`config.mk`:
```
export PLATFORM = sky130hd
export DESIGN_NAME = tpsc_ctrl
export DESIGN_NICKNAME = d
export VERILOG_FILES = /design/src/hw/rtl/tpsc_pkg.sv /design/src/hw/rtl/tpsc_ctrl.sv
export SDC_FILE = /design/constraint.sdc
export NUM_CORES = 1
export LEC_CHECK = 0
export ABC_AREA = 1
export BUFFER_PORTS_ARGS = -buffer_cell sky130_fd_sc_hd__buf_2
export CAP_MARGIN = 20
export CORE_AREA = 2 2 39 41
export DETAILED_ROUTE_END_ITERATION = 12
export DIE_AREA = 0 0 41 43
export HOLD_SLACK_MARGIN = 0.08
export PLACE_DENSITY = 0.59
export SLEW_MARGIN = 40
export SYNTH_ARGS = -nofsm -noshare
export SYNTH_HDL_FRONTEND = slang
export SYNTH_SLANG_ARGS = --single-unit
export TNS_END_PERCENT = 50
```
`constraint.sdc`:
```
create_clock -name clock -period 1.1 [get_ports clock]
set_input_delay 0.165 -clock clock [delete_from_list [all_inputs] [get_ports clock]]
set_output_delay 0.165 -clock clock [all_outputs]
set_load 0.02 [all_outputs]
```
`src/hw/rtl/tpsc_pkg.sv`:
```
// Shared types and constants for the two-point sensor calibration unit.
// No dependencies; imported by the controller, the datapath and the top level.
`timescale 1ns / 1ps
`default_nettype none

package tpsc_pkg;

   localparam int DATA_W    = 16;
   localparam int DIV_STEPS = 16;
   localparam int CNT_W     = 4;

   localparam logic [DATA_W-1:0] FULL_SCALE = 16'hFFFF;

   // Op codes; the unused code calibrates only
   localparam logic [1:0] OP_CALIBRATE   = 2'd0;
   localparam logic [1:0] OP_LATCH_LOWER = 2'd1;
   localparam logic [1:0] OP_LATCH_UPPER = 2'd2;

   // Control register indexes
   localparam logic CSR_SENSOR_COUNT = 1'b0;
   localparam logic CSR_MODE_COUNT   = 1'b1;

   localparam logic [7:0] SENSOR_COUNT_RESET = 8'd128;
   localparam logic [2:0] MODE_COUNT_RESET   = 3'd5;

   typedef struct packed {
      logic clear_en;
      logic capture;
      logic check;
      logic div_step;
      logic respond;
   } cmd_type;

   typedef struct packed {
      logic clear_last;
      logic quick_result;
      logic div_last;
   } status_type;

endpackage

`default_nettype wire

```
`src/hw/rtl/tpsc_ctrl.sv`:
```
// Controller FSM: clearing pass, table read, reference check, divide, respond.
// Depends on tpsc_pkg.
`timescale 1ns / 1ps
`default_nettype none

module tpsc_ctrl
   import tpsc_pkg::*;
(
   input  wire logic       clock,
   input  wire logic       reset,
   input  wire logic       start,
   input  wire status_type status,
   output cmd_type         cmd,
   output logic            busy
);

   typedef enum logic [5:0] {
      S_CLEAR   = 6'b000001,
      S_IDLE    = 6'b000010,
      S_READ    = 6'b000100,
      S_CHECK   = 6'b001000,
      S_DIVIDE  = 6'b010000,
      S_RESPOND = 6'b100000
   } state_type;

   state_type state_ff, state_in;

   always_comb begin
      state_in = state_ff;
      case (state_ff)
         S_CLEAR: begin
            if (status.clear_last) state_in = S_IDLE;
         end
         S_IDLE: begin
            if (start) state_in = S_READ;
         end
         S_READ:   state_in = S_CHECK;
         S_CHECK: begin
            state_in = status.quick_result ? S_RESPOND : S_DIVIDE;
         end
         S_DIVIDE: begin
            if (status.div_last) state_in = S_RESPOND;
         end
         S_RESPOND: state_in = S_IDLE;
         default:   state_in = S_IDLE;
      endcase
   end

   always_ff @(posedge clock) begin
      if (reset) begin
         state_ff <= S_CLEAR;
      end else begin
         state_ff <= state_in;
      end
   end

   assign busy         = (state_ff != S_IDLE);
   assign cmd.clear_en = (state_ff == S_CLEAR);
   assign cmd.capture  = (state_ff == S_IDLE) && start;
   assign cmd.check    = (state_ff == S_CHECK);
   assign cmd.div_step = (state_ff == S_DIVIDE);
   assign cmd.respond  = (state_ff == S_RESPOND);

endmodule

`default_nettype wire

```
**Word level (Yosys, flattened, before mapping)**

Index checks and enable logic that the tools add are counted.
W data, S select, Z words.

- Logic and storage cells: 18
- Output and inout bits: 6
- Register bits: 6
- Input port bits: 6

- Eq/ne operators: 10
- Multiplexer cells: 5
- Reduce and logical (&&, ||, !) cells: 2

Operators by type and width:

| operator | count |
|---|---|
| $pmux W6 S5 | 1 |
| $mux W6 | 4 |
| $eq A6 B1 Y1 const B | 1 |
| $eq A6 B2 Y1 const B | 1 |
| $eq A6 B3 Y1 const B | 1 |
| $eq A6 B4 Y1 const B | 1 |
| $eq A6 B5 Y1 const B | 1 |
| $eq A6 B6 Y1 const B | 1 |
| $ne A2 B2 Y1 const B | 3 |
| $ne A6 B2 Y1 const B | 1 |
| $reduce_and A3 Y1 | 1 |
| $logic_and A1 B1 Y1 | 1 |

**Longest topological paths before layout**

Gate-level depths: netlist of the first run.

- Depth after elaboration: 3
- Mapped depth: 7

**Least setup slack after synthesis of the first run**

OpenSTA, ideal clock, no wires.

- Path kind: register to output
- Start: register state_ff[1]
- End: output cmd[3] (netlist name)
- Stages on the path, launching flop included: 5
- Data required time: 0.935 ns
- Arrival time: 1.045 ns
- Path slack: -0.110 ns
- Cells stage by stage: dfxtp_1 inv_1 nor2_2 nand3_2 nor2_1

RTL lines:

| item | line | text |
|---|---|---|
| start: declaration | tpsc_ctrl.sv:26 | `state_type state_ff, state_in;` |
| start signal: assignment | tpsc_ctrl.sv:53 | `state_ff <= state_in;` |
| end: declaration | tpsc_ctrl.sv:13 | `output cmd_type cmd,` |

==> summary.txt, run 1 <==
Final Util: 0.456
Pleak: 0.306 nW
fraction of layout cells with a size suffix above 1: 0.640
CTS H-Tree Depth: 1
area grow syn2layout: 61.5%
clock sink count: 6
wire per inst: 9.76 um
gpl congestion: 0.708
Max Cap Viol: 0
CTS Buf Count: 3
IO Count: 12
Mapped Avg Cell Area: 7.51 um2
Largest register FFs: 6
Syn Nets: 58
Syn Inst Count: 52
largest net degree at the start of global routing: 7
failing checks: setup timing
synth warn: 0
num rows: 14
CTS tree: yes
worst-margin pin slew: 0.201 ns
WL final: 888 um
first-pass GRT wire length: 1410 um
Die Ht: 43 um
relative slew slack: 0.866
Synth cell types: 15
Post-CTS Hold Buffers: 0
register area share after synthesis: 0.308
post-synthesis register bit count: 6
drt via density: 4.46
Worst Hold Class: in -> reg
Final Hold Slack: 0.143 ns
core footprint: 0.00138 mm2
Overall Global Routing Usage: 0.122
status: finished, violations left
worst-case clock buffer depth: 2
Fin Clk Skew: 0.000809 ns
crit share post-route: 1.16
Die W: 41 um
Setup CP Type: reg -> out
Final WS setup: -0.177 ns
top flop regs: state_ff (6)
final setup fails: 9
crit start category: flop
Final Hold Fails: 0
nets@finish: 83
drt first pass iters: 4
Slew Limit Fails: 0
Tmin final: 1.28 ns
Power Density: 928 mW/mm2
Max Fclk: 0.783 GHz
CP Max Fanout: 6
total congestion overflow: 0
worst vdd ir: 0.402 mV
area of the mapped netlist: 390 um2
crit path DAT: 1.11 ns
Clock Latency Late Sink: 0.25 ns
routed vias: 406
most common cell after layout, fill and taps aside: buf_4
DRC Markers: 0
Final HPWL DP: 623 um
ANT cells: 0
Largest Register: state_ff
IO buf count: 11
Power Total: 0.000585 W
Worst-path clk slew: 0.04 ns
WP data required: 0.94 ns
initial antenna violation count: 0
Final ANT Viol Nets: 0
critical path endpoint category: output pin
RSZ-0062 raised after global routing: yes
number of global-route vias before repair: 368
commonest non-fill, non-tap cells in the layout: 11 x buf_4, 10 x inv_1, 7 x nor2_1
die area: 0.00176 mm2
initial DRC count: 6
Initial Util: 0.282
CTS Root Cell: clkbuf_4
==> layer usage <==
layer / up-vias / part of all wire / track usage / routed length, um
li1: 212 / - / - / -
met1: 180 / 0.47 / 0.152 / 414
met2: 12 / 0.47 / 0.175 / 415
met3: 2 / 0.048 / 0.0314 / 43
met4: 0 / 0.017 / 0.0800 / 15
met5: - / 0 / 0 / 0
==> kinds of logic (layout without fill, tap and decap cells) <==
family | after synthesis | after routing | synth area share
flip-flops | 6 | 6 | 0.308
buffers and inverters | 12 | 35 | 0.115
AO/OA/AOI/OAI | 1 | 1 | 0.0128
AND/OR/NAND/NOR | 33 | 33 | 0.564
==> worst paths after layout <==
| kind | from | to | slack (ns) | depth (start not counted) |
|---|---|---|---|---|
| worst max-delay path | state_ff[2] | cmd[3] | -0.18 | 4 |
| worst max register to register | state_ff[2] | state_ff[1] | -0.09 | 7 |
| worst min register to register | state_ff[1] | state_ff[0] | 0.57 | 3 |
| worst min-delay path | reset | state_ff[5] | 0.14 | 2 |
==> critical path: stages, from the launching register on <==
cell and delay [ns]:
dfxtp_2 0.33, nor2_4 0.20, nand3_4 0.11, nor2_4 0.10
buf_6 0.12
==> repair_timing <==
| item | 4_1_cts | 5_1_grt |
|---|---|---|
| buffers inserted | 5 | 2 |
| setup endpoints to repair | 9 | 10 |
| pin swaps | 5 | 4 |
| gates resized for setup | 19 | 4 |
==> metrics by stage <==
stage / cells / TNS [ns] / instance area [um2] / setup WS, ns
finish: 91 / -1.20 / 631 / -0.177
global route: 91 / -1.80 / 631 / -0.244
CTS: 89 / -1.36 / 604 / -0.193
detailed placement: 81 / -0.0428 / 488 / -0.0241
global placement: 81 / -0.0307 / 488 / -0.0250
floorplan: 52 / -0.00499 / 398 / -0.00499
==> power breakdown <==
| group | total, W | internal (W) | leakage (nW) | switching [W] |
|---|---|---|---|---|
| Combinational | 0.000139 | 0.0000617 | 0.240 | 0.0000771 |
| Sequential | 0.000240 | 0.000227 | 0.0522 | 0.0000133 |
| Clock | 0.000207 | 0.000124 | 0.0138 | 0.0000832 |
| Total | 0.000585 | 0.000412 | 0.306 | 0.000174 |
==> synth_stat cells <==
master	count	share of area
a21oi_1	1	0.013
and3_1	1	0.016
dfxtp_1	6	0.31
inv_1	11	0.11
inv_2	1	0.0096
nand2_1	4	0.038
nand3_1	3	0.038
nand3_2	4	0.10
nand4_1	1	0.016
nand4_2	2	0.064
nor2_1	9	0.087
nor2_2	3	0.048
nor2_4	4	0.12
nor3_1	1	0.013
nor3_2	1	0.026
==> layout make-up <==
cell class	count	area, um2
Clock buffer	3	22.5
Sequential cell	6	135
Timing Repair Buffer	20	146
Fill cell	142	753
Tap cell	16	20.0
Multi-Input combinational cell	34	262
Inverter	12	45.0
(Power assumes the default switching activity.)
==> run 2, diff against run 1 <==
REMOVE_ABC_BUFFERS = 1   (was default)
==> summary.txt, run 2 (synthesized netlist as in run 1, its figures left out) <==
status: finished, violations left
failing checks: setup timing
crit share post-route: 1.20
worst path cell trace: inv_2, nor2_2, nand3_2, nor2_2, buf_6
Tmin final: 1.32 ns
number of global-route vias before repair: 393
Post-CTS Hold Buffers: 0
Max Fclk: 0.760 GHz
Pleak: 0.299 nW
Worst path slowest cell: dfxtp_4
worst-case clock buffer depth: 2
max incr delay on CP: 0.37 ns
Final ANT Viol Nets: 0
gpl congestion: 0.766
CTS H-Tree Depth: 1
Worst Hold Class: in -> reg
initial antenna violation count: 0
Setup CP Type: reg -> out
largest net degree at the start of global routing: 8
DRC Markers: 0
WL final: 889 um
Final HPWL DP: 616 um
ANT cells: 0
Largest Register: state_ff
register area: 134 um2
CTS Root Cell: clkbuf_4
Slew Limit Fails: 0
commonest non-fill, non-tap cells in the layout: 9 x inv_1, 9 x buf_4, 8 x nor2_1
Largest register FFs: 6
fraction of layout cells with a size suffix above 1: 0.608
num rows: 14
die area: 0.00176 mm2
nets@finish: 82
wire per inst: 9.88 um
worst vdd ir: 0.664 mV
CTS tree: yes
Power Total: 0.000568 W
final setup fails: 8
CP Max Fanout: 3
Max Cap Viol: 0
clock sink count: 6
Die W: 41 um
IO buf count: 11
critical path endpoint category: output pin
crit start category: flop
initial DRC count: 6
Clock Latency Late Sink: 0.24 ns
first-pass GRT wire length: 1520 um
routed vias: 407
IO Count: 12
relative slew slack: 0.880
top flop regs: state_ff (6)
Final Hold Slack: 0.144 ns
drt via density: 4.52
crit path DAT: 1.15 ns
area grow syn2layout: 51.6%
total congestion overflow: 0
Worst-path clk slew: 0.04 ns
Overall Global Routing Usage: 0.131
core footprint: 0.00138 mm2
Fill cells: 138
Fin Clk Skew: 0.00215 ns
worst-margin pin slew: 0.179 ns
Initial Util: 0.282
Final Hold Fails: 0
multi-input logic area: 228 um2
Final WS setup: -0.216 ns
WP data required: 0.94 ns
Setup TNS Final: -1.03 ns
Crit path top cell by count: nor2_2
RSZ-0062 raised after global routing: yes
drt first pass iters: 4
Power Density: 959 mW/mm2
CTS Buf Count: 3
Die Ht: 43 um
[run 2: routing by layer]
metal	GRT usage	wire [um]
met1	0.155	368
met2	0.181	454
met3	0.0471	39
met4	0.100	26
met5	0	0
[run 2: worst max-delay path, delay by kind of cell, from the launching register on]
family,cells,cell delay [ns]
AND/OR/NAND/NOR,3,0.38
buffers and inverters,2,0.17
flip-flops,1,0.37
[run 2: path summary, 6_finish.rpt]
| check | slack [ns] | to | start | cells past startpoint |
|---|---|---|---|---|
| hold reg to reg | 0.58 | state_ff[3] | state_ff[3] | 3 |
| hold / removal | 0.14 | state_ff[4] | reset | 2 |
| setup / recovery | -0.22 | cmd[3] | state_ff[1] | 5 |
| setup reg to reg | -0.04 | state_ff[1] | state_ff[1] | 8 |
[run 2: area by class of cell]
cell class / instances / share of cell area
Timing Repair Buffer: 19 / 0.241
Clock buffer: 3 / 0.0381
Inverter: 12 / 0.0761
Multi-Input combinational cell: 34 / 0.385
Tap cell: 16 / 0.0338
Sequential cell: 6 / 0.226
[run 2: through the flow]
step,utilization,area (um2),std cells,worst slack [ns]
global route,0.428,592,90,-0.300
global placement,0.336,465,79,0.00215
CTS,0.396,548,87,-0.200
floorplan,-,390,52,-0.110
detailed placement,0.336,465,79,-0.0132
finish,0.428,592,90,-0.216
[run 2: where the power goes]
group / switching [W] / leakage, nW / total (W) / internal [W]
Clock: 0.0000777 / 0.0138 / 0.000201 / 0.000123
Sequential: 0.0000131 / 0.0517 / 0.000239 / 0.000226
Combinational: 0.0000702 / 0.234 / 0.000127 / 0.0000572
Total: 0.000161 / 0.299 / 0.000568 / 0.000407
[run 2: what timing repair did]
action | in CTS | in global routing
gates resized for setup | 12 | 8
pin swaps | 5 | 3
setup buffers | 5 | 3
endpoints found under the hold margin | 0 | 0
endpoints found under the setup margin | 6 | 9
==> run 3, diff against run 2 <==
PLACE_DENSITY = default   (was 0.59)
==> summary.txt, run 3 (synthesized netlist as in run 1, its figures left out) <==
cell depth of the worst min-delay path: 2
relative slew slack: 0.869
DRC Markers: 0
Pleak: 0.297 nW
critical path endpoint category: output pin
pre-CTS setup slack: -0.0156 ns
num rows: 14
drt first pass iters: 4
failing checks: setup timing
RSZ-0062 raised after global routing: yes
worst-case clock buffer depth: 2
Die Ht: 43 um
initial DRC count: 7
CTS tree: yes
Power Total: 0.000586 W
total congestion overflow: 0
wire per inst: 9.56 um
reg-to-reg startpoint: state_ff[2]
Reg2Reg Depth: 6
most common cell after layout, fill and taps aside: inv_1
die area: 0.00176 mm2
Die W: 41 um
first-pass GRT wire length: 1380 um
area grow syn2layout: 49.0%
Endpoint, Worst Hold: state_ff[2]
WP data required: 0.94 ns
drt via density: 4.43
Setup crit start: state_ff[2]
commonest non-fill, non-tap cells in the layout: 10 x inv_1, 9 x nor2_1, 9 x buf_4
crit share post-route: 1.19
crit path DAT: 1.15 ns
Worst-path clk slew: 0.05 ns
gpl congestion: 0.732
nets@finish: 81
Largest register FFs: 6
CP Max Fanout: 7
ANT cells: 0
top flop regs: state_ff (6)
reg2reg end: state_ff[1]
worst-margin pin slew: 0.197 ns
fraction of layout cells with a size suffix above 1: 0.603
Tmin final: 1.31 ns
number of global-route vias before repair: 355
Power Density: 1010 mW/mm2
IO Count: 12
worst vdd ir: 0.578 mV
Final ANT Viol Nets: 0
clock sink count: 6
R2R setup slack: -0.05 ns
CTS H-Tree Depth: 1
Final HPWL DP: 593 um
Slew Limit Fails: 0
CTS Buf Count: 3
routed vias: 394
Max Cap Viol: 0
initial antenna violation count: 0
Final Hold Fails: 0
Initial Util: 0.282
Largest Register: state_ff
core footprint: 0.00138 mm2
WL final: 851 um
Hold Startpoint: reset
final setup fails: 9
Fin Clk Skew: 0.00501 ns
IO buf count: 11
Setup CP Type: reg -> out
status: finished, violations left
crit start category: flop
Final Hold Slack: 0.141 ns
Final WS setup: -0.211 ns
CTS Root Cell: clkbuf_4
Clock Latency Late Sink: 0.25 ns
largest net degree at the start of global routing: 8
Max Fclk: 0.763 GHz
Overall Global Routing Usage: 0.117
Worst Hold Class: in -> reg
-- run 3: how the worst max path moves through the flow --
stage / end / slack [ns] / depth (start not counted)
6_report: cmd[3] / -0.21 / 4
5_1_grt: cmd[3] / -0.28 / 4
4_1_cts: cmd[3] / -0.20 / 4
3_5_place_dp: cmd[3] / -0.02 / 4
3_3_place_gp: cmd[3] / -0.006 / 4
2_1_floorplan: cmd[3] / -0.11 / 4
-- run 3: metal layers --
metal	global-route usage	up-vias	share of wire
met2	0.147	12	0.49
met1	0.167	175	0.45
met4	0.0800	0	0.012
li1	-	205	-
met3	0.0314	2	0.047
met5	0	-	0
-- run 3: what timing repair did --
action / in CTS / in global routing
buffers inserted: 4 / 1
gates resized for setup: 14 / 3
hold buffers: 0 / 0
endpoints found under the setup margin: 7 / 9
pin swaps: 5 / 6
gates cloned: 0 / 0
-- run 3: cell type report --
type / instances / area [um2]
sequential: 6 / 128
tap: 16 / 20.0
multi-input combinational: 34 / 235
inverter: 12 / 45.0
timing repair buffer: 18 / 131
fill: 153 / 802
clock buffer: 3 / 22.5
-- run 3: critical path: stages, from the launching register on --
cell and delay (ns):
dfxtp_2 0.33, nor2_4 0.20, nand3_2 0.13, nor2_1 0.10
buf_4 0.14
-- run 3: through the flow --
stage	setup TNS (ns)	cell area [um2]	cells	utilization
floorplan	-0.110	390	52	-
global placement	-0.00554	480	81	0.347
detailed placement	-0.0171	480	81	0.347
CTS	-1.14	568	88	0.410
global route	-1.72	582	89	0.420
finish	-1.07	582	89	0.420
-- run 3: where the power goes --
group | switching [W] | internal [W] | total, W | leakage [nW]
Sequential | 0.0000121 | 0.000230 | 0.000242 | 0.0512
Combinational | 0.0000744 | 0.0000623 | 0.000137 | 0.232
Clock | 0.0000833 | 0.000124 | 0.000207 | 0.0138
Total | 0.000170 | 0.000416 | 0.000586 | 0.297
